### src/sgs_pkg.sv
`timescale 1ns / 1ps
// ----------------------------------------------------------------------------
// sgs_pkg
// Shared constants, types and helper functions of the Savitzky-Golay smoother.
// ----------------------------------------------------------------------------
package sgs_pkg;

  localparam int MAX_HALF_WIDTH = 12;
  localparam int SAMPLE_BITS    = 20;
  localparam int COEF_FRAC_BITS = 18;

  localparam int LINE_DEPTH    = 2 * MAX_HALF_WIDTH + 1;
  localparam int POS_LIMIT     = 2 * MAX_HALF_WIDTH;
  localparam int POS_BITS      = $clog2(POS_LIMIT + 1);
  localparam int M_BITS        = $clog2(MAX_HALF_WIDTH + 1);
  localparam int ROM_IDX_BITS  = $clog2(MAX_HALF_WIDTH);
  localparam int LINE_IDX_BITS = $clog2(LINE_DEPTH);

  localparam int OUT_FRAC_BITS = 8;
  localparam int OUT_BITS      = 29;
  localparam int OUT_MAX       = 2 ** (OUT_BITS - 1) - 1;
  localparam int OUT_MIN       = -(2 ** (OUT_BITS - 1));

  localparam int TAP_BITS    = COEF_FRAC_BITS + 2;
  localparam int PROD_BITS   = SAMPLE_BITS + 1 + TAP_BITS;
  localparam int TREE_LEVELS = $clog2(LINE_DEPTH);
  localparam int TREE_LEAVES = 2 ** TREE_LEVELS;
  localparam int ACC_BITS    = PROD_BITS + TREE_LEVELS;
  localparam int RND_SHIFT   = COEF_FRAC_BITS - OUT_FRAC_BITS;
  localparam int Q_BITS      = ACC_BITS - RND_SHIFT + 1;

  localparam int IN_TDATA_BITS  = ((SAMPLE_BITS + 7) / 8) * 8;
  localparam int OUT_TDATA_BITS = ((OUT_BITS + 7) / 8) * 8;

  localparam int HW_REG_BITS   = 4;
  localparam int DEG_REG_BITS  = 3;
  localparam int CFG_DATA_BITS = 4;
  localparam int CFG_IDX_BITS  = 2;

  localparam logic [HW_REG_BITS-1:0]  HW_RESET  = 4'd2;
  localparam logic [DEG_REG_BITS-1:0] DEG_RESET = 3'd2;

  localparam logic [CFG_IDX_BITS-1:0] CFG_HALF_WIDTH  = 2'd0;
  localparam logic [CFG_IDX_BITS-1:0] CFG_POLY_DEGREE = 2'd1;

  typedef enum logic [1:0] {
    GRP_FLAT  = 2'd0,
    GRP_QUAD  = 2'd1,
    GRP_QUART = 2'd2
  } grp_t;

  typedef struct packed {
    logic [M_BITS-1:0] m;
    grp_t              grp;
  } rom_sel_t;

  typedef struct packed {
    logic                vld;
    logic                emit;
    logic                smooth;
    logic                last;
    logic [OUT_BITS-1:0] raw;
  } step_t;

  typedef struct packed {
    logic [OUT_BITS-1:0] value;
    logic                smoothed;
    logic                last;
  } res_t;

  function automatic logic [M_BITS-1:0] eff_half(input logic [HW_REG_BITS-1:0] hw);
    logic [M_BITS-1:0] m;
    if (hw == '0) begin
      m = M_BITS'(1);
    end else if (32'(hw) > MAX_HALF_WIDTH) begin
      m = M_BITS'(MAX_HALF_WIDTH);
    end else begin
      m = M_BITS'(hw);
    end
    return m;
  endfunction

  function automatic grp_t grp_of(input logic [DEG_REG_BITS-1:0] deg);
    grp_t g;
    if (deg <= DEG_REG_BITS'(1)) begin
      g = GRP_FLAT;
    end else if (deg <= DEG_REG_BITS'(3)) begin
      g = GRP_QUAD;
    end else begin
      g = GRP_QUART;
    end
    return g;
  endfunction

  function automatic logic [OUT_BITS-1:0] raw_value(input logic [SAMPLE_BITS-1:0] s);
    logic [63:0] v;
    v = 64'(s) << OUT_FRAC_BITS;
    if (v > 64'(OUT_MAX)) begin
      v = 64'(OUT_MAX);
    end
    return v[OUT_BITS-1:0];
  endfunction

  function automatic logic [OUT_BITS-1:0] round_sat(input logic signed [ACC_BITS-1:0] acc);
    logic signed [Q_BITS-1:0] q;
    logic [OUT_BITS-1:0]      r;
    q = $signed({acc[ACC_BITS-1], acc[ACC_BITS-1:RND_SHIFT]})
      + $signed({{(Q_BITS-1){1'b0}}, acc[RND_SHIFT-1]});
    if (q > Q_BITS'(OUT_MAX)) begin
      r = OUT_BITS'(OUT_MAX);
    end else if (q < Q_BITS'(OUT_MIN)) begin
      r = OUT_BITS'(OUT_MIN);
    end else begin
      r = q[OUT_BITS-1:0];
    end
    return r;
  endfunction

endpackage

### src/sgs_sum_tree.sv
`timescale 1ns / 1ps
// ----------------------------------------------------------------------------
// sgs_sum_tree
// Registered binary adder tree over the cell products, one level per stage.
// ----------------------------------------------------------------------------
module sgs_sum_tree
  import sgs_pkg::*;
(
  input  logic                        clk,
  input  logic                        adv,
  input  logic signed [PROD_BITS-1:0] prod [LINE_DEPTH],
  output logic signed [ACC_BITS-1:0]  sum
);

  logic signed [ACC_BITS-1:0] leaf   [TREE_LEAVES];
  logic signed [ACC_BITS-1:0] node_r [1:TREE_LEAVES-1];

  for (genvar gl = 0; gl < TREE_LEAVES; gl++) begin : g_leaf
    if (gl < LINE_DEPTH) begin : g_used
      assign leaf[gl] = ACC_BITS'(prod[gl]);
    end else begin : g_pad
      assign leaf[gl] = '0;
    end
  end

  for (genvar gi = 1; gi < TREE_LEAVES; gi++) begin : g_node
    if (2 * gi >= TREE_LEAVES) begin : g_bottom
      always_ff @(posedge clk) begin
        if (adv) begin
          node_r[gi] <= leaf[2*gi-TREE_LEAVES] + leaf[2*gi+1-TREE_LEAVES];
        end
      end
    end else begin : g_inner
      always_ff @(posedge clk) begin
        if (adv) begin
          node_r[gi] <= node_r[2*gi] + node_r[2*gi+1];
        end
      end
    end
  end

  assign sum = node_r[1];

endmodule

### config.mk
export PLATFORM = sky130hd
export DESIGN_NAME = sgs_sum_tree
export DESIGN_NICKNAME = d
export VERILOG_FILES = /design/src/sgs_pkg.sv /design/src/sgs_sum_tree.sv
export SDC_FILE = /design/constraint.sdc
export NUM_CORES = 2
export LEC_CHECK = 0
export BUFFER_PORTS_ARGS = -buffer_cell sky130_fd_sc_hd__buf_4
export CAP_MARGIN = 20
export CORE_AREA = 2 2 413 415
export DETAILED_ROUTE_END_ITERATION = 7
export DIE_AREA = 0 0 415 417
export PLACE_DENSITY = 0.71
export SKIP_CTS_REPAIR_TIMING = 1
export SYNTH_ARGS = -nofsm -noshare
export SYNTH_HDL_FRONTEND = slang
export SYNTH_SLANG_ARGS = --single-unit
export TNS_END_PERCENT = 1
### constraint.sdc
create_clock -name clk -period 5.5 [get_ports clk]
set_input_delay 0.275 -clock clk [delete_from_list [all_inputs] [get_ports clk]]
set_output_delay 0.275 -clock clk [all_outputs]
set_load 0.01 [all_outputs]
==> impl_metrics.json <==
{
  "grt_pass1_vias": 68051,
  "ys_types": 98,
  "die_h_um": 417,
  "die_x_um": 415,
  "firstDrtPassIters": 6,
  "finalClockSkew_ns": 0.03182,
  "dieArea_um2": 173100,
  "outcome": "finished, violations left",
  "pwr-share-clk": 0.182,
  "synth.avg_cell_area_um2": 10.34,
  "largest-register": "node_r",
  "drt_iter0_drc": 5237,
  "yosysSeqAreaShare": 0.4119,
  "cp_slowest_cell": "a31oi_1",
  "place_congestion": 0.9722,
  "slowest_delay_ns": 0.61,
  "grt_overflow_total": 0,
  "min_period_over_period": 0.7529,
  "wl_per_cell_um": 22.11,
  "nNetsFinal": 11525,
  "avgViaCountPerCell": 5.888,
  "cts_buffer_depth": 3,
  "cts_max_level": 4,
  "ys_ff_latch": 1179,
  "tns_ns": 0,
  "ant_nets": 0,
  "synth_warnings": 0,
  "path_clk_slew_ns": 0.06,
  "cp_top_family": "compound AO/OA/AOI/OAI gates",
  "maxSlewViolCount": 0,
  "holdWs_ns": -0.03030,
  "critPathBufInv": 2,
  "cts_buffers": 134,
  "arrival_ns": 4.65,
  "synthArstFlopShare": 0,
  "root_buffer": "clkbuf_16",
  "pin_count": 1073,
  "grt_max_degree": 173,
  "p_int_mw": 29.10,
  "stdcell_area_um2": 101400,
  "largest_reg_flops": 1179,
  "critPathLaunchType": "flip-flop",
  "hpwl_um": 212200,
  "synth-edff-count": 1179,
  "hold_path_class": "input pin to flip-flop",
  "placed_area_um2": 96200,
  "synth_nets": 10378,
  "p_sw_frac": 0.3948,
  "p_leak_nw": 43.77,
  "tightest_slew_ns": 1.068,
  "wl_um": 260600,
  "antenna_found_initial": 19,
  "regArea_um2": 35400,
  "drv_cap": 0,
  "synthFlopType": "edfxtp_1",
  "netlist_area_um2": 85960,
  "core-area_um2": 168500,
  "grtUsageTotal": 0.2909,
  "worstSkewPairLatency_ns": 0.79,
  "cts_tree": "built",
  "path_max_fanout": 5,
  "final_common_cell": "edfxtp_1",
  "power_switching_mw": 18.99,
  "fmax_mhz": 241.5,
  "largestRegisters": "node_r x1179",
  "io_buffers": 1072,
  "pwr-share-seq": 0.322,
  "crit_required_ns": 6.01,
  "setup_viol": 0,
  "fillerInstances": 14145,
  "final_layout_size_suffix_gt1_frac": 0.1418,
  "peakVddDrop_mv": 0.3145,
  "comb_power_share": 0.497,
  "synthCells": 8313,
  "clock_sinks": 1179,
  "critPathCaptureType": "flip-flop",
  "mostFrequentLayoutCells": "edfxtp_1, buf_4, ha_1",
  "post-route-util": 0.6018,
  "row_count": 151,
  "grt_pass1_wl_um": 391300,
  "layout-area-overhead-vs-synth_pct": 17.98,
  "path_cells": "ha_1, a21o_1, nand4_1, o21ai_0, o31ai_1, nand2b_1, a31oi_1, o22ai_1, nor2_1, buf_4, o41ai_2, buf_4, a21o_1, a311oi_1, xnor2_1",
  "num_vias": 69402,
  "hold_viol": 3,
  "fin_crit_ns": 4.141,
  "critPathKind": "flip-flop to flip-flop",
  "drc": 0,
  "rsz0062_at_grt": "no",
  "slew_headroom": 0.2880,
  "power_density_nw_per_um2": 474.2,
  "multi_input_area_um2": 48600,
  "violations": "negative hold slack",
  "start_util": 0.5101
}
==> power by group through the flow <==
stage	logic, mW	clock network, mW	registers [mW]
2_1_floorplan	17.2	0	14.8
3_3_place_gp	23.3	0	15.6
3_5_place_dp	23.5	0	15.6
4_1_cts	23.7	8.89	15.5
5_1_grt	26.4	9.24	15.7
6_report	23.9	8.73	15.5
==> synthesized netlist by cell type, types with 44 or more instances <==
library cell / instances / share of area
edfxtp_1: 1179 / 0.41
ha_1: 1014 / 0.15
a21oi_1: 886 / 0.052
xnor2_1: 605 / 0.062
a21o_1: 584 / 0.051
nand2_1: 488 / 0.021
nor2_1: 453 / 0.020
o21ai_0: 395 / 0.023
xor2_1: 300 / 0.031
inv_1: 295 / 0.013
nand3_1: 181 / 0.011
o21a_1: 156 / 0.014
nor2b_1: 151 / 0.011
nand4_1: 131 / 0.0095
nand2b_1: 129 / 0.0094
o21bai_1: 125 / 0.011
clkbuf_1: 121 / 0.0053
o21ai_1: 113 / 0.0066
a31oi_1: 107 / 0.0078
and3_1: 85 / 0.0062
a211oi_1: 80 / 0.0070
nor3_1: 75 / 0.0044
o31ai_1: 49 / 0.0043
buf_4: 46 / 0.0040
and2_1: 44 / 0.0032
==> path summary, 6_finish.rpt <==
kind | start | endpoint | slack [ns] | cells after the start
max | node_r[0][1016] | node_r[0][547] | 1.36 | 15
min | prod[824] | node_r[0][832] | -0.03 | 4
max reg2reg | node_r[0][1016] | node_r[0][547] | 1.36 | 15
min reg2reg | node_r[0][676] | node_r[0][354] | 0.42 | 0
==> logic make-up (layout without fill, tap and decap cells) <==
logic type / Yosys count / after routing / share of synthesized area
other cells: 0 / 6 / 0
buf+inv: 472 / 1723 / 0.02279
compound gates: 2871 / 2871 / 0.2154
flops: 1179 / 1179 / 0.4119
fa+ha+maj: 1038 / 1038 / 0.1532
simple gates: 1846 / 1846 / 0.1043
xor+xnor: 905 / 905 / 0.09221
mux: 2 / 2 / 0.0002329
==> metal layers <==
layer	global-route usage	up-vias	share of wire
met5	0	-	0.00031
met2	0.5055	2184	0.49
met3	0.03242	418	0.044
li1	-	33751	-
met1	0.3692	33037	0.42
met4	0.1188	12	0.042
==> tightest hold or removal path, stage by stage <==
cell	delay, ns
buf_4	0.08
ha_1	0.15
nor2_1	0.05
nor2_1	0.07
==> per-stage QoR <==
stage	hold WS, ns	setup slack (ns)	cells	total power, mW
6_report	-0.03030	1.359	11788	48.09
3_5_place_dp	0.4045	1.223	11449	39.09
3_3_place_gp	0.4022	1.217	11449	38.93
2_1_floorplan	0.3739	2.141	8313	31.98
5_1_grt	0.002490	0.9846	11787	51.28
4_1_cts	-0.3929	1.459	11689	48.15
==> area by class of cell <==
| class | count | area share |
|---|---|---|
| Clock buffer | 151 | 0.03369 |
| Clock inverter | 89 | 0.008414 |
| Timing Repair Buffer | 1188 | 0.09119 |
| Tap cell | 2218 | 0.02736 |
| Inverter | 295 | 0.01092 |
| Antenna cell | 6 | 0.0001480 |
| Sequential cell | 1179 | 0.3491 |
| Multi-Input combinational cell | 6662 | 0.4792 |
Power figures use the tool's default switching activity.
