$ cat src/sgs_pkg.sv
`timescale 1ns / 1ps
// ----------------------------------------------------------------------------
// sgs_pkg
// Shared constants, types and helper functions of the Savitzky-Golay smoother.
// ----------------------------------------------------------------------------
package sgs_pkg;

  localparam int MAX_HALF_WIDTH = 12;
  localparam int SAMPLE_BITS    = 20;
  localparam int COEF_FRAC_BITS = 18;

  localparam int LINE_DEPTH    = 2 * MAX_HALF_WIDTH + 1;
  localparam int POS_LIMIT     = 2 * MAX_HALF_WIDTH;
  localparam int POS_BITS      = $clog2(POS_LIMIT + 1);
  localparam int M_BITS        = $clog2(MAX_HALF_WIDTH + 1);
  localparam int ROM_IDX_BITS  = $clog2(MAX_HALF_WIDTH);
  localparam int LINE_IDX_BITS = $clog2(LINE_DEPTH);

  localparam int OUT_FRAC_BITS = 8;
  localparam int OUT_BITS      = 29;
  localparam int OUT_MAX       = 2 ** (OUT_BITS - 1) - 1;
  localparam int OUT_MIN       = -(2 ** (OUT_BITS - 1));

  localparam int TAP_BITS    = COEF_FRAC_BITS + 2;
  localparam int PROD_BITS   = SAMPLE_BITS + 1 + TAP_BITS;
  localparam int TREE_LEVELS = $clog2(LINE_DEPTH);
  localparam int TREE_LEAVES = 2 ** TREE_LEVELS;
  localparam int ACC_BITS    = PROD_BITS + TREE_LEVELS;
  localparam int RND_SHIFT   = COEF_FRAC_BITS - OUT_FRAC_BITS;
  localparam int Q_BITS      = ACC_BITS - RND_SHIFT + 1;

  localparam int IN_TDATA_BITS  = ((SAMPLE_BITS + 7) / 8) * 8;
  localparam int OUT_TDATA_BITS = ((OUT_BITS + 7) / 8) * 8;

  localparam int HW_REG_BITS   = 4;
  localparam int DEG_REG_BITS  = 3;
  localparam int CFG_DATA_BITS = 4;
  localparam int CFG_IDX_BITS  = 2;

  localparam logic [HW_REG_BITS-1:0]  HW_RESET  = 4'd2;
  localparam logic [DEG_REG_BITS-1:0] DEG_RESET = 3'd2;

  localparam logic [CFG_IDX_BITS-1:0] CFG_HALF_WIDTH  = 2'd0;
  localparam logic [CFG_IDX_BITS-1:0] CFG_POLY_DEGREE = 2'd1;

  typedef enum logic [1:0] {
    GRP_FLAT  = 2'd0,
    GRP_QUAD  = 2'd1,
    GRP_QUART = 2'd2
  } grp_t;

  typedef struct packed {
    logic [M_BITS-1:0] m;
    grp_t              grp;
  } rom_sel_t;

  typedef struct packed {
    logic                vld;
    logic                emit;
    logic                smooth;
    logic                last;
    logic [OUT_BITS-1:0] raw;
  } step_t;

  typedef struct packed {
    logic [OUT_BITS-1:0] value;
    logic                smoothed;
    logic                last;
  } res_t;

  function automatic logic [M_BITS-1:0] eff_half(input logic [HW_REG_BITS-1:0] hw);
    logic [M_BITS-1:0] m;
    if (hw == '0) begin
      m = M_BITS'(1);
    end else if (32'(hw) > MAX_HALF_WIDTH) begin
      m = M_BITS'(MAX_HALF_WIDTH);
    end else begin
      m = M_BITS'(hw);
    end
    return m;
  endfunction

  function automatic grp_t grp_of(input logic [DEG_REG_BITS-1:0] deg);
    grp_t g;
    if (deg <= DEG_REG_BITS'(1)) begin
      g = GRP_FLAT;
    end else if (deg <= DEG_REG_BITS'(3)) begin
      g = GRP_QUAD;
    end else begin
      g = GRP_QUART;
    end
    return g;
  endfunction

  function automatic logic [OUT_BITS-1:0] raw_value(input logic [SAMPLE_BITS-1:0] s);
    logic [63:0] v;
    v = 64'(s) << OUT_FRAC_BITS;
    if (v > 64'(OUT_MAX)) begin
      v = 64'(OUT_MAX);
    end
    return v[OUT_BITS-1:0];
  endfunction

  function automatic logic [OUT_BITS-1:0] round_sat(input logic signed [ACC_BITS-1:0] acc);
    logic signed [Q_BITS-1:0] q;
    logic [OUT_BITS-1:0]      r;
    q = $signed({acc[ACC_BITS-1], acc[ACC_BITS-1:RND_SHIFT]})
      + $signed({{(Q_BITS-1){1'b0}}, acc[RND_SHIFT-1]});
    if (q > Q_BITS'(OUT_MAX)) begin
      r = OUT_BITS'(OUT_MAX);
    end else if (q < Q_BITS'(OUT_MIN)) begin
      r = OUT_BITS'(OUT_MIN);
    end else begin
      r = q[OUT_BITS-1:0];
    end
    return r;
  endfunction

endpackage

$ cat src/sgs_cell.sv
`timescale 1ns / 1ps
// ----------------------------------------------------------------------------
// sgs_cell
// One delay-line cell: holds a sample, passes it on, keeps its tap product.
// ----------------------------------------------------------------------------
module sgs_cell
  import sgs_pkg::*;
(
  input  logic                        clk,
  input  logic                        rst_n,
  input  logic                        shift,
  input  logic        [SAMPLE_BITS-1:0] sample_in,
  input  logic signed [TAP_BITS-1:0]  tap,
  output logic        [SAMPLE_BITS-1:0] sample_r,
  output logic signed [PROD_BITS-1:0] prod_r
);

  logic signed [SAMPLE_BITS:0]    smp_s;
  logic signed [PROD_BITS-1:0]    prod_nxt;

  assign smp_s    = {1'b0, sample_in};
  assign prod_nxt = PROD_BITS'(smp_s) * PROD_BITS'(tap);

  always_ff @(posedge clk) begin
    if (!rst_n) begin
      sample_r <= '0;
      prod_r   <= '0;
    end else if (shift) begin
      sample_r <= sample_in;
      prod_r   <= prod_nxt;
    end
  end

endmodule

$ cat config.mk
export PLATFORM = sky130hd
export DESIGN_NAME = sgs_cell
export DESIGN_NICKNAME = d
export VERILOG_FILES = /design/src/sgs_pkg.sv /design/src/sgs_cell.sv
export SDC_FILE = /design/constraint.sdc
export NUM_CORES = 1
export LEC_CHECK = 0
export ABC_AREA = 1
export BUFFER_PORTS_ARGS = -buffer_cell sky130_fd_sc_hd__buf_2
export CORE_MARGIN = 2
export CORE_UTILIZATION = 32
export CTS_BUF_LIST = sky130_fd_sc_hd__clkbuf_2
export DETAILED_ROUTE_END_ITERATION = 10
export GPL_ROUTABILITY_DRIVEN = 0
export HOLD_SLACK_MARGIN = 0.15
export PLACE_DENSITY = 0.58
export SYNTH_ARGS = -nofsm -noshare
export SYNTH_HDL_FRONTEND = slang
export SYNTH_SLANG_ARGS = --single-unit
$ cat constraint.sdc
create_clock -name clk -period 5.48 [get_ports clk]
set_clock_uncertainty 0.1 [all_clocks]
set_input_delay 0.274 -clock clk [delete_from_list [all_inputs] [get_ports clk]]
set_output_delay 0.274 -clock clk [all_outputs]
set_load 0.01 [all_outputs]
==> results by group, run 1 <==
Synthesis
  – Synth top area share: 0.372
  – Synth area leaders: fa_1, inv_1, nand2_1
  – FF+latch count, synth: 61
  – Area leader, netlist: fa_1
  – Post-synth EDFFs: 0
  – Mapped Nets: 2933
  – Syn_area_per_cell: 7.20 um^2
  – Most common cell in the synthesized netlist: inv_1
  – FFs w/ async S/R, synth: 0
  – Synth top cells by count: inv_1, nand2_1, fa_1
  – Mapped Cells: 2396
  – Synthesized area: 17300 um^2
  – Yosys Warn Count: 0
  – Post-synthesis cell type count: 31
  – Synth Flop Type: dfxtp_1
  – Sequential area share after synthesis: 0.0708

Global routing
  – Largest net degree at the start of global routing: 80
  – GR Overflow Total: 0
  – GR Util All Layers: 0.176
  – Initial antenna violation count: 2
  – Vias in the first global route: 15225
  – Global-route wire length before repair: 78500 um

Floorplan
  – Initial Util: 0.322
  – Row count: 85
  – Die Y: 236 um
  – Die X: 236 um
  – Core area: 53600 um^2
  – Full die area: 55800 um^2
  – I/O pin total: 104

Worst setup path
  – Worst-path maximum fanout: 5
  – Worst setup EP type: flop
  – CP Class: in -> reg
  – Worst Path Required: 5.96 ns
  – WP data arrival: 5.96 ns
  – Startpoint types: input port

Routing
  – Post-DRT Antenna Nets: 0
  – Via density per instance: 4.37
  – Routed wire length on met3: 1430 um
  – DRC viols: 0
  – Post-Route WL: 46700 um
  – WL met1: 21100 um
  – Drt first pass iters: 5
  – DR iter-0 viols: 603
  – Vias: 14490
  – WL/cell: 14.1 um
  – Max Used Layer: met4
  – Met2 Wirelength: 23500 um

Timing
  – Slew Limit Headroom: 0.256
  – Fin crit share: 1.00
  – Post-route setup slack: -0.000192 ns
  – Unrepaired setup endpoints after global routing: yes
  – Fin crit period: 5.48 ns
  – Slew @ Worst Pin: 1.11 ns
  – Final setup viols: 1
  – Max Freq: 0.182 GHz
  – Hold Vio Cnt, Final: 0
  – Pins Over Slew Limit: 0

Place
  – DP HPWL: 39900 um
  – Setup slack after placement: -0.648 ns
  – Placed cells: 3264
  – Port Buffers: 103

Clock tree
  – CTS clk-pin slew, worst paths: 0.20 ns
  – CTS tree: yes
  – Skew-Pair Late Insertion Delay: 0.61 ns
  – TritonCTS Sinks: 61
  – Root buffer cell: clkbuf_2
  – H-tree levels: 3
  – Clock Tree Buf Depth: 2
  – TritonCTS Buffers: 9

Outcome
  – Status: complete, but fails checks
  – Failing checks: negative setup slack

Finish
  – Layout cell share with drive strength beyond 1: 0.160
  – Final #Nets: 3150
  – Area Growth Syn to Fin: 18.8%
  – Non-Filler Instances: 3316

Flow run
  – Max_cap viols: 0

Hold path
  – Worst hold path class: in -> reg
-- through the flow --
stage | hold slack [ns] | area (um^2) | setup TNS [ns] | util
2_1_floorplan | 0.309 | 17400 | 0 | -
3_3_place_gp | 0.361 | 19700 | -13.20 | 0.368
3_5_place_dp | 0.364 | 19700 | -14.03 | 0.368
4_1_cts | 0.163 | 20100 | 0 | 0.375
5_1_grt | 0.191 | 20500 | -1.61 | 0.382
6_report | 0.209 | 20500 | -0.000192 | 0.382
-- flip-flops by register name (all words and copies together), names as in the netlist --
name and flops:
prod_r 41, sample_r 20
-- cell usage in the layout, fill, tap and decap left out, types with 28 or more instances in the layout --
cell type / n
nand3_1: 39
fa_1: 320
nor2_1: 169
nand2_2: 34
dlygate4sd3_1: 28
buf_4: 163
inv_1: 736
ha_1: 162
buf_2: 89
dfxtp_1: 61
nand2_1: 576
o21ai_0: 46
-- repair_timing --
action	CTS	global route
buffers inserted	0	6
resized for setup	0	87
hold buffers	27	1
setup endpoints to repair	0	22
hold endpoints to repair	28	1
-- worst max-delay path, stage by stage --
cell and delay [ns]:
buf_8 0.08, clkinvlp_4 0.17, or2_4 0.30, fa_1 0.49, fa_1 0.53, inv_2 0.04, fa_1 0.49, fa_1 0.52
fa_1 0.51, fa_1 0.57, inv_2 0.05, fa_1 0.54, inv_2 0.05, ha_4 0.29, nand2_4 0.07, inv_4 0.06
nand2_4 0.06, nor2_4 0.10, nand4_1 0.19, nand3_4 0.19, buf_4 0.13, xor2_1 0.13, o21ai_1 0.07, inv_1 0.06
-- cells by family after synthesis --
family,Yosys count,synth area share
compound gates,94,0.0291
flops,61,0.0708
buf+inv,848,0.186
fa+ha+maj,494,0.498
xor+xnor,22,0.0112
simple gates,877,0.205
-- path summary, 6_finish.rpt --
check / slack (ns) / end / cells after the start / startpoint
setup / recovery: -0.0002 / prod_r[23] / 24 / tap[19]
hold / removal: 0.21 / sample_r[1] / 4 / sample_in[1]
setup reg to reg: 4.20 / sample_r[6] / 3 / sample_r[6]
hold reg to reg: 0.39 / prod_r[0] / 2 / prod_r[0]
-- per-layer routing --
metal  GRT usage  vias to the layer above
li1            -                     7145
met1       0.230                     7070
met2       0.319                      236
met3      0.0169                       39
met4      0.0311                        0
met5           0                        -
-- cell type report --
| type | instances | area [um^2] |
|---|---|---|
| multi-input combinational | 1487 | 13200 |
| antenna | 3 | 7.51 |
| clock buffer | 9 | 45.0 |
| clock inverter | 6 | 41.3 |
| fill | 5762 | 33100 |
| tap | 696 | 871 |
| sequential | 61 | 1220 |
| inverter | 750 | 2820 |
| timing repair buffer | 304 | 2250 |
Power of run 1 is not shown: default switching activity piles up to over one toggle a cycle in this logic, so the estimate is an artifact.
==> run 2, diff against run 1 <==
--- a/config.mk
+++ b/config.mk
@@ -6,7 +6,9 @@
 export NUM_CORES = 1
 export LEC_CHECK = 0
 export ABC_AREA = 1
-export BUFFER_PORTS_ARGS = -buffer_cell sky130_fd_sc_hd__buf_2
+export ABC_CLOCK_PERIOD_IN_PS = 5480
+export BUFFER_PORTS_ARGS = -buffer_cell sky130_fd_sc_hd__clkbuf_2
+export CAP_MARGIN = 20
 export CORE_MARGIN = 2
 export CORE_UTILIZATION = 32
 export CTS_BUF_LIST = sky130_fd_sc_hd__clkbuf_2
==> run 2 against run 1 <==
Non-clock buffer count decreased by 5. The run now ends clean. First-iteration DRC count up 11%. Clock-buffer cell count unchanged. Cell count is 0.12% lower. Register-to-register slack better by 0.41 ns. Critical path depth is 1 higher.
==> results by group, run 2 (synthesized netlist as in run 1, its figures left out) <==
Outcome
  – Status: completed (was complete, but fails checks)

Routing
  – Vias: 14291 (was 14490)
  – Post-DRT Antenna Nets: 0 (unchanged)
  – DRC viols: 0 (unchanged)
  – Via density per instance: 4.31 (was 4.37)
  – Post-Route WL: 46700 um (about the same)
  – Drt first pass iters: 5 (unchanged)
  – WL/cell: 14.1 um (about the same)
  – DR iter-0 viols: 672 (was 603)

Floorplan
  – Full die area: 55800 um^2 (unchanged)
  – Core area: 53600 um^2 (unchanged)
  – Die X: 236 um (unchanged)
  – Row count: 85 (unchanged)
  – Die Y: 236 um (unchanged)
  – I/O pin total: 104 (unchanged)
  – Initial Util: 0.322 (unchanged)

Worst setup path
  – Worst path depth: 25 (was 24)
  – Worst setup EP type: flop (unchanged)
  – Worst R2R Setup Slack: 4.61 ns (was 4.20 ns)
  – CP top delay family: adder cells (unchanged)
  – Path depth of the worst reg2reg path: 4 (was 3)
  – WP data arrival: 5.78 ns (was 5.96 ns)
  – CP most frequent cell: fa_1 (unchanged)
  – Worst-path maximum fanout: 10 (was 5)
  – Critical Path End: prod_r[38] (was prod_r[23])
  – Crit path from: sample_in[11] (was tap[19])
  – Critical-path top delay cell: fa_1 (unchanged)
  – Max incr delay on CP: 0.56 ns (was 0.57 ns)
  – Startpoint types: input port (unchanged)
  – Worst Path Required: 5.92 ns (was 5.96 ns)
  – Worst r2r src: prod_r[36] (was sample_r[6])
  – CP Class: in -> reg (unchanged)
  – Bufs and invs on worst path: 7 (was 8)
  – Worst R2R End: prod_r[36] (was sample_r[6])

Finish
  – Most frequent cells in the layout: inv_1, nand2_1, fa_1 (unchanged)
  – Max reg flops: 41 (unchanged)
  – Largest registers: prod_r: 41 flops, sample_r: 20 flops (unchanged)
  – Non-Filler Instances: 3312 (was 3316)
  – Commonest non-fill, non-tap cell in the layout: inv_1 (unchanged)
  – Area Growth Syn to Fin: 17.5% (was 18.8%)
  – Top reg by flops: prod_r (unchanged)
  – Fill count: 5755 (was 5762)
  – Layout cell share with drive strength beyond 1: 0.146 (was 0.160)
  – Final core occ: 0.378 (was 0.382)
  – Final #Nets: 3145 (was 3150)

Clock tree
  – TritonCTS Buffers: 9 (unchanged)
  – Skew-Pair Late Insertion Delay: 0.63 ns (was 0.61 ns)
  – CTS tree: yes (unchanged)
  – Clock Tree Buf Depth: 2 (unchanged)
  – CTS clk-pin slew, worst paths: 0.26 ns (was 0.20 ns)
  – Root buffer cell: clkbuf_2 (unchanged)
  – TritonCTS Sinks: 61 (unchanged)
  – H-tree levels: 3 (unchanged)

Timing
  – WHS: 0.180 ns (was 0.209 ns)
  – Final setup viols: 0 (was 1)
  – Slew Limit Headroom: 0.443 (was 0.256)
  – Fin crit share: 0.975 (was 1.00)
  – Hold Vio Cnt, Final: 0 (unchanged)
  – Max Freq: 0.187 GHz (was 0.182 GHz)
  – Slew @ Worst Pin: 0.835 ns (was 1.11 ns)
  – Fin crit period: 5.34 ns (was 5.48 ns)
  – Pins Over Slew Limit: 0 (unchanged)

Global routing
  – Initial antenna violation count: 3 (was 2)
  – GR Overflow Total: 0 (unchanged)
  – Vias in the first global route: 15299 (was 15225)
  – GR Util All Layers: 0.179 (was 0.176)
  – Largest net degree at the start of global routing: 44 (was 80)
  – Global-route wire length before repair: 79400 um (was 78500 um)

Flow run
  – Max_cap viols: 0 (unchanged)

Hold path
  – Hold Path Origin: rst_n (was sample_in[1])
  – Worst hold path class: in -> reg (unchanged)

Place
  – Placed cells: 3273 (was 3264)
  – Port Buffers: 103 (unchanged)
  – DP HPWL: 40800 um (was 39900 um)
[run 2: changes by cell type in the layout (fill, tap and decap cells not counted), sizes merged]
cell / previous run / this run
bufinv: 0 / 2
clkbuf: 22 / 108
inv: 748 / 750
buf: 263 / 181
dlygate4sd3: 28 / 18
dlymetal6s4s: 0 / 1
clkinvlp: 4 / 1
[run 2: area by class of cell]
type,instances,area (um^2),area share
multi-input combinational,1487,13000,0.642
antenna,3,7.51,0.000370
tap,696,871,0.0430
clock buffer,9,45.0,0.00222
timing repair buffer,299,2200,0.109
inverter,750,2820,0.139
clock inverter,7,98.8,0.00488
sequential,61,1220,0.0603
[run 2: metrics by stage]
step | instance area (um^2) | setup WS [ns] | TNS [ns]
final | 20300 | 0.138 | 0
after global routing | 20300 | -0.00563 | -0.00563
after CTS | 20100 | 0.0433 | 0
after detailed placement | 19800 | -0.645 | -15.07
after global placement | 19800 | -0.704 | -14.54
after floorplan | 17400 | 0.00201 | 0
[run 2: metal layers]
metal	routed length, um	track usage	vias up
met1	21200	0.232	6897
met2	23200	0.321	213
met4	808	0.0347	0
met3	1470	0.0202	43
li1	-	-	7138
met5	0	0	-
[run 2: worst min-delay path by stage]
stage | to | slack, ns | cells past startpoint
6_report | sample_r[15] | 0.18 | 3
5_1_grt | prod_r[3] | 0.16 | 3
4_1_cts | sample_r[15] | 0.15 | 3
3_5_place_dp | sample_r[0] | 0.36 | 2
3_3_place_gp | sample_r[0] | 0.36 | 2
2_1_floorplan | sample_r[11] | 0.31 | 2
[run 2: timing repair]
| item | CTS | global route |
|---|---|---|
| endpoints found under the hold margin | 15 | 3 |
| resized for setup | 0 | 48 |
| hold buffers | 16 | 3 |
| buffers inserted | 0 | 0 |
| endpoints found under the setup margin | 0 | 25 |
[run 2: worst register-to-register path, delay by kind of cell, from the launching register on]
kind	cells	cell delay (ns)
buffers and inverters	1	0.04
DFF	1	0.48
and+or+nand+nor	3	0.22
Power of run 2 is left out for the same reason.
==> run 3, diff against run 2 <==
--- a/config.mk
+++ b/config.mk
@@ -10,12 +10,12 @@
 export BUFFER_PORTS_ARGS = -buffer_cell sky130_fd_sc_hd__clkbuf_2
 export CAP_MARGIN = 20
 export CORE_MARGIN = 2
-export CORE_UTILIZATION = 32
+export CORE_UTILIZATION = 45
 export CTS_BUF_LIST = sky130_fd_sc_hd__clkbuf_2
 export DETAILED_ROUTE_END_ITERATION = 10
 export GPL_ROUTABILITY_DRIVEN = 0
 export HOLD_SLACK_MARGIN = 0.15
-export PLACE_DENSITY = 0.58
+export PLACE_DENSITY = 0.73
 export SYNTH_ARGS = -nofsm -noshare
 export SYNTH_HDL_FRONTEND = slang
 export SYNTH_SLANG_ARGS = --single-unit
==> run 3 against run 2 <==
Non-clock buffer count shrank 7. Core utilization is 16 points higher. Global-route usage up 7.4 points. Hold slack gained 0.015 ns. Register-to-register slack about the same. Via count up 6.3%. First-iteration DRC count up 42%. Sequential share of layout area barely moved. Routed wire length is 1.4% higher. Worst setup slack got worse by 0.020 ns. Maximum frequency is 0.37% lower. Highest routed layer unchanged.
==> results by group, run 3 (synthesized netlist as in run 1, its figures left out) <==
Outcome
  – Status: completed (unchanged)

Worst setup path
  – Max incr delay on CP: 0.56 ns (about the same)
  – Path depth of the worst reg2reg path: 4 (unchanged)
  – Worst-path maximum fanout: 6 (was 10)
  – Worst R2R End: prod_r[36] (unchanged)
  – WP data arrival: 5.74 ns (was 5.78 ns)
  – Critical Path End: prod_r[30] (was prod_r[38])
  – CP Class: in -> reg (unchanged)
  – Worst Path Required: 5.86 ns (was 5.92 ns)
  – Crit path from: sample_in[5] (was sample_in[11])
  – Worst r2r src: prod_r[36] (unchanged)
  – Startpoint types: input port (unchanged)
  – Worst R2R Setup Slack: 4.60 ns (was 4.61 ns)
  – CP most frequent cell: fa_1 (unchanged)
  – Critical-path top delay cell: fa_2 (was fa_1)
  – Worst setup EP type: flop (unchanged)

Routing
  – DRC viols: 0 (unchanged)
  – DR iter-0 viols: 954 (was 672)
  – Via density per instance: 4.87 (was 4.31)
  – Post-DRT Antenna Nets: 0 (unchanged)
  – Drt first pass iters: 8 (was 5)
  – Post-Route WL: 47300 um (was 46700 um)
  – WL/cell: 15.2 um (was 14.1 um)
  – Vias: 15189 (was 14291)

Floorplan
  – Core area: 37800 um^2 (was 53600 um^2)
  – Full die area: 39900 um^2 (was 55800 um^2)
  – Die X: 200 um (was 236 um)
  – I/O pin total: 104 (unchanged)
  – Die Y: 200 um (was 236 um)
  – Initial Util: 0.457 (was 0.322)
  – Row count: 71 (was 85)

Finish
  – Final #Nets: 3138 (was 3145)
  – Area of the multi-input gates: 13200 um^2 (was 13000 um^2)
  – Area Growth Syn to Fin: 16.8% (was 17.5%)
  – Non-Filler Instances: 3119 (was 3312)
  – Fill count: 3514 (was 5755)
  – Max reg flops: 41 (unchanged)
  – Top reg by flops: prod_r (unchanged)
  – Commonest non-fill, non-tap cell in the layout: inv_1 (unchanged)
  – Largest registers: prod_r: 41 flops, sample_r: 20 flops (unchanged)
  – Most frequent cells in the layout: inv_1, nand2_1, fa_1 (unchanged)
  – Layout cell share with drive strength beyond 1: 0.160 (was 0.146)
  – Register Area: 1220 um^2 (unchanged)

Timing
  – Slew Limit Headroom: 0.316 (was 0.443)
  – Slew @ Worst Pin: 1.02 ns (was 0.835 ns)
  – Post-route setup slack: 0.118 ns (was 0.138 ns)
  – Final setup viols: 0 (unchanged)
  – Pins Over Slew Limit: 0 (unchanged)
  – Unrepaired setup endpoints after global routing: yes
  – Fin crit period: 5.36 ns (was 5.34 ns)
  – WHS: 0.195 ns (was 0.180 ns)
  – Max Freq: 0.186 GHz (was 0.187 GHz)
  – Fin crit share: 0.978 (was 0.975)
  – Hold Vio Cnt, Final: 0 (unchanged)

Clock tree
  – Root buffer cell: clkbuf_2 (unchanged)
  – Clock Tree Buf Depth: 2 (unchanged)
  – H-tree levels: 3 (unchanged)
  – CTS clk-pin slew, worst paths: 0.17 ns (was 0.26 ns)
  – CTS tree: yes (unchanged)
  – Skew-Pair Late Insertion Delay: 0.56 ns (was 0.63 ns)
  – TritonCTS Sinks: 61 (unchanged)
  – TritonCTS Buffers: 9 (unchanged)

Place
  – Setup slack after placement: -0.597 ns (was -0.645 ns)
  – Port Buffers: 103 (unchanged)
  – DP HPWL: 40400 um (was 40800 um)
  – Placed cells: 3084 (was 3273)

Flow run
  – Max_cap viols: 0 (unchanged)

Hold path
  – Worst hold path class: in -> reg (unchanged)

Global routing
  – Vias in the first global route: 16467 (was 15299)
  – GR Util All Layers: 0.252 (was 0.179)
  – GR Overflow Total: 0 (unchanged)
  – Global-route wire length before repair: 79300 um (was 79400 um)
  – Largest net degree at the start of global routing: 81 (was 44)
  – Initial antenna violation count: 1 (was 3)
## run 3: changes by cell type in the layout (fill, tap and decap cells not counted), moves of 5 or more
cell,delta
buf_4,+6
buf_6,+10
nand2_4,+6
nand2_2,+6
nand3_1,-5
clkbuf_2,-9
nand2_1,-12
inv_1,-5
buf_12,-8
ha_4,+6
ha_1,-7
## run 3: cell type report
class                           instances  area share
Tap cell                              511      0.0317
Antenna cell                            2    0.000248
Sequential cell                        61      0.0606
Clock inverter                          7     0.00447
Multi-Input combinational cell       1487       0.656
Clock buffer                            9     0.00224
Inverter                              750       0.140
Timing Repair Buffer                  292       0.105
## run 3: critical path: cells and delay by family
kind / cells / cell delay, ns
AND/OR/NAND/NOR: 10 / 0.96
adder cells (fa/ha/maj): 8 / 3.84
buffers and inverters: 9 / 0.62
## run 3: worst min path at each step
stage                  start           end  slack [ns]  cells past startpoint
5_1_grt         sample_in[0]     prod_r[0]        0.17                      4
3_5_place_dp     sample_r[0]   sample_r[0]        0.36                      2
2_1_floorplan  sample_in[11]  sample_r[11]        0.31                      2
3_3_place_gp     sample_r[0]   sample_r[0]        0.35                      2
4_1_cts         sample_in[5]   sample_r[5]        0.15                      4
6_report        sample_in[0]     prod_r[0]        0.20                      4
## run 3: routing by layer
layer / vias up / wire [um] / track usage
met1: 7425 / 19200 / 0.311
li1: 7119 / - / -
met4: 0 / 2170 / 0.117
met3: 126 / 2760 / 0.0324
met5: - / 0 / 0
met2: 519 / 23200 / 0.441
## run 3: stage by stage
step / setup TNS (ns) / cell area (um^2) / util
after detailed placement: -13.93 / 19500 / 0.515
after global placement: -12.24 / 19500 / 0.515
after CTS: 0 / 19700 / 0.521
after global routing: -0.129 / 20200 / 0.534
final: 0 / 20200 / 0.534
after floorplan: 0 / 17400 / -
## run 3: repair_timing
| action | in CTS | in global routing |
|---|---|---|
| setup endpoints to repair | 0 | 26 |
| gates resized for setup | 0 | 140 |
| hold buffers | 8 | 8 |
| hold endpoints to repair | 8 | 8 |
| setup buffers | 0 | 2 |
Power of run 3 is left out for the same reason.
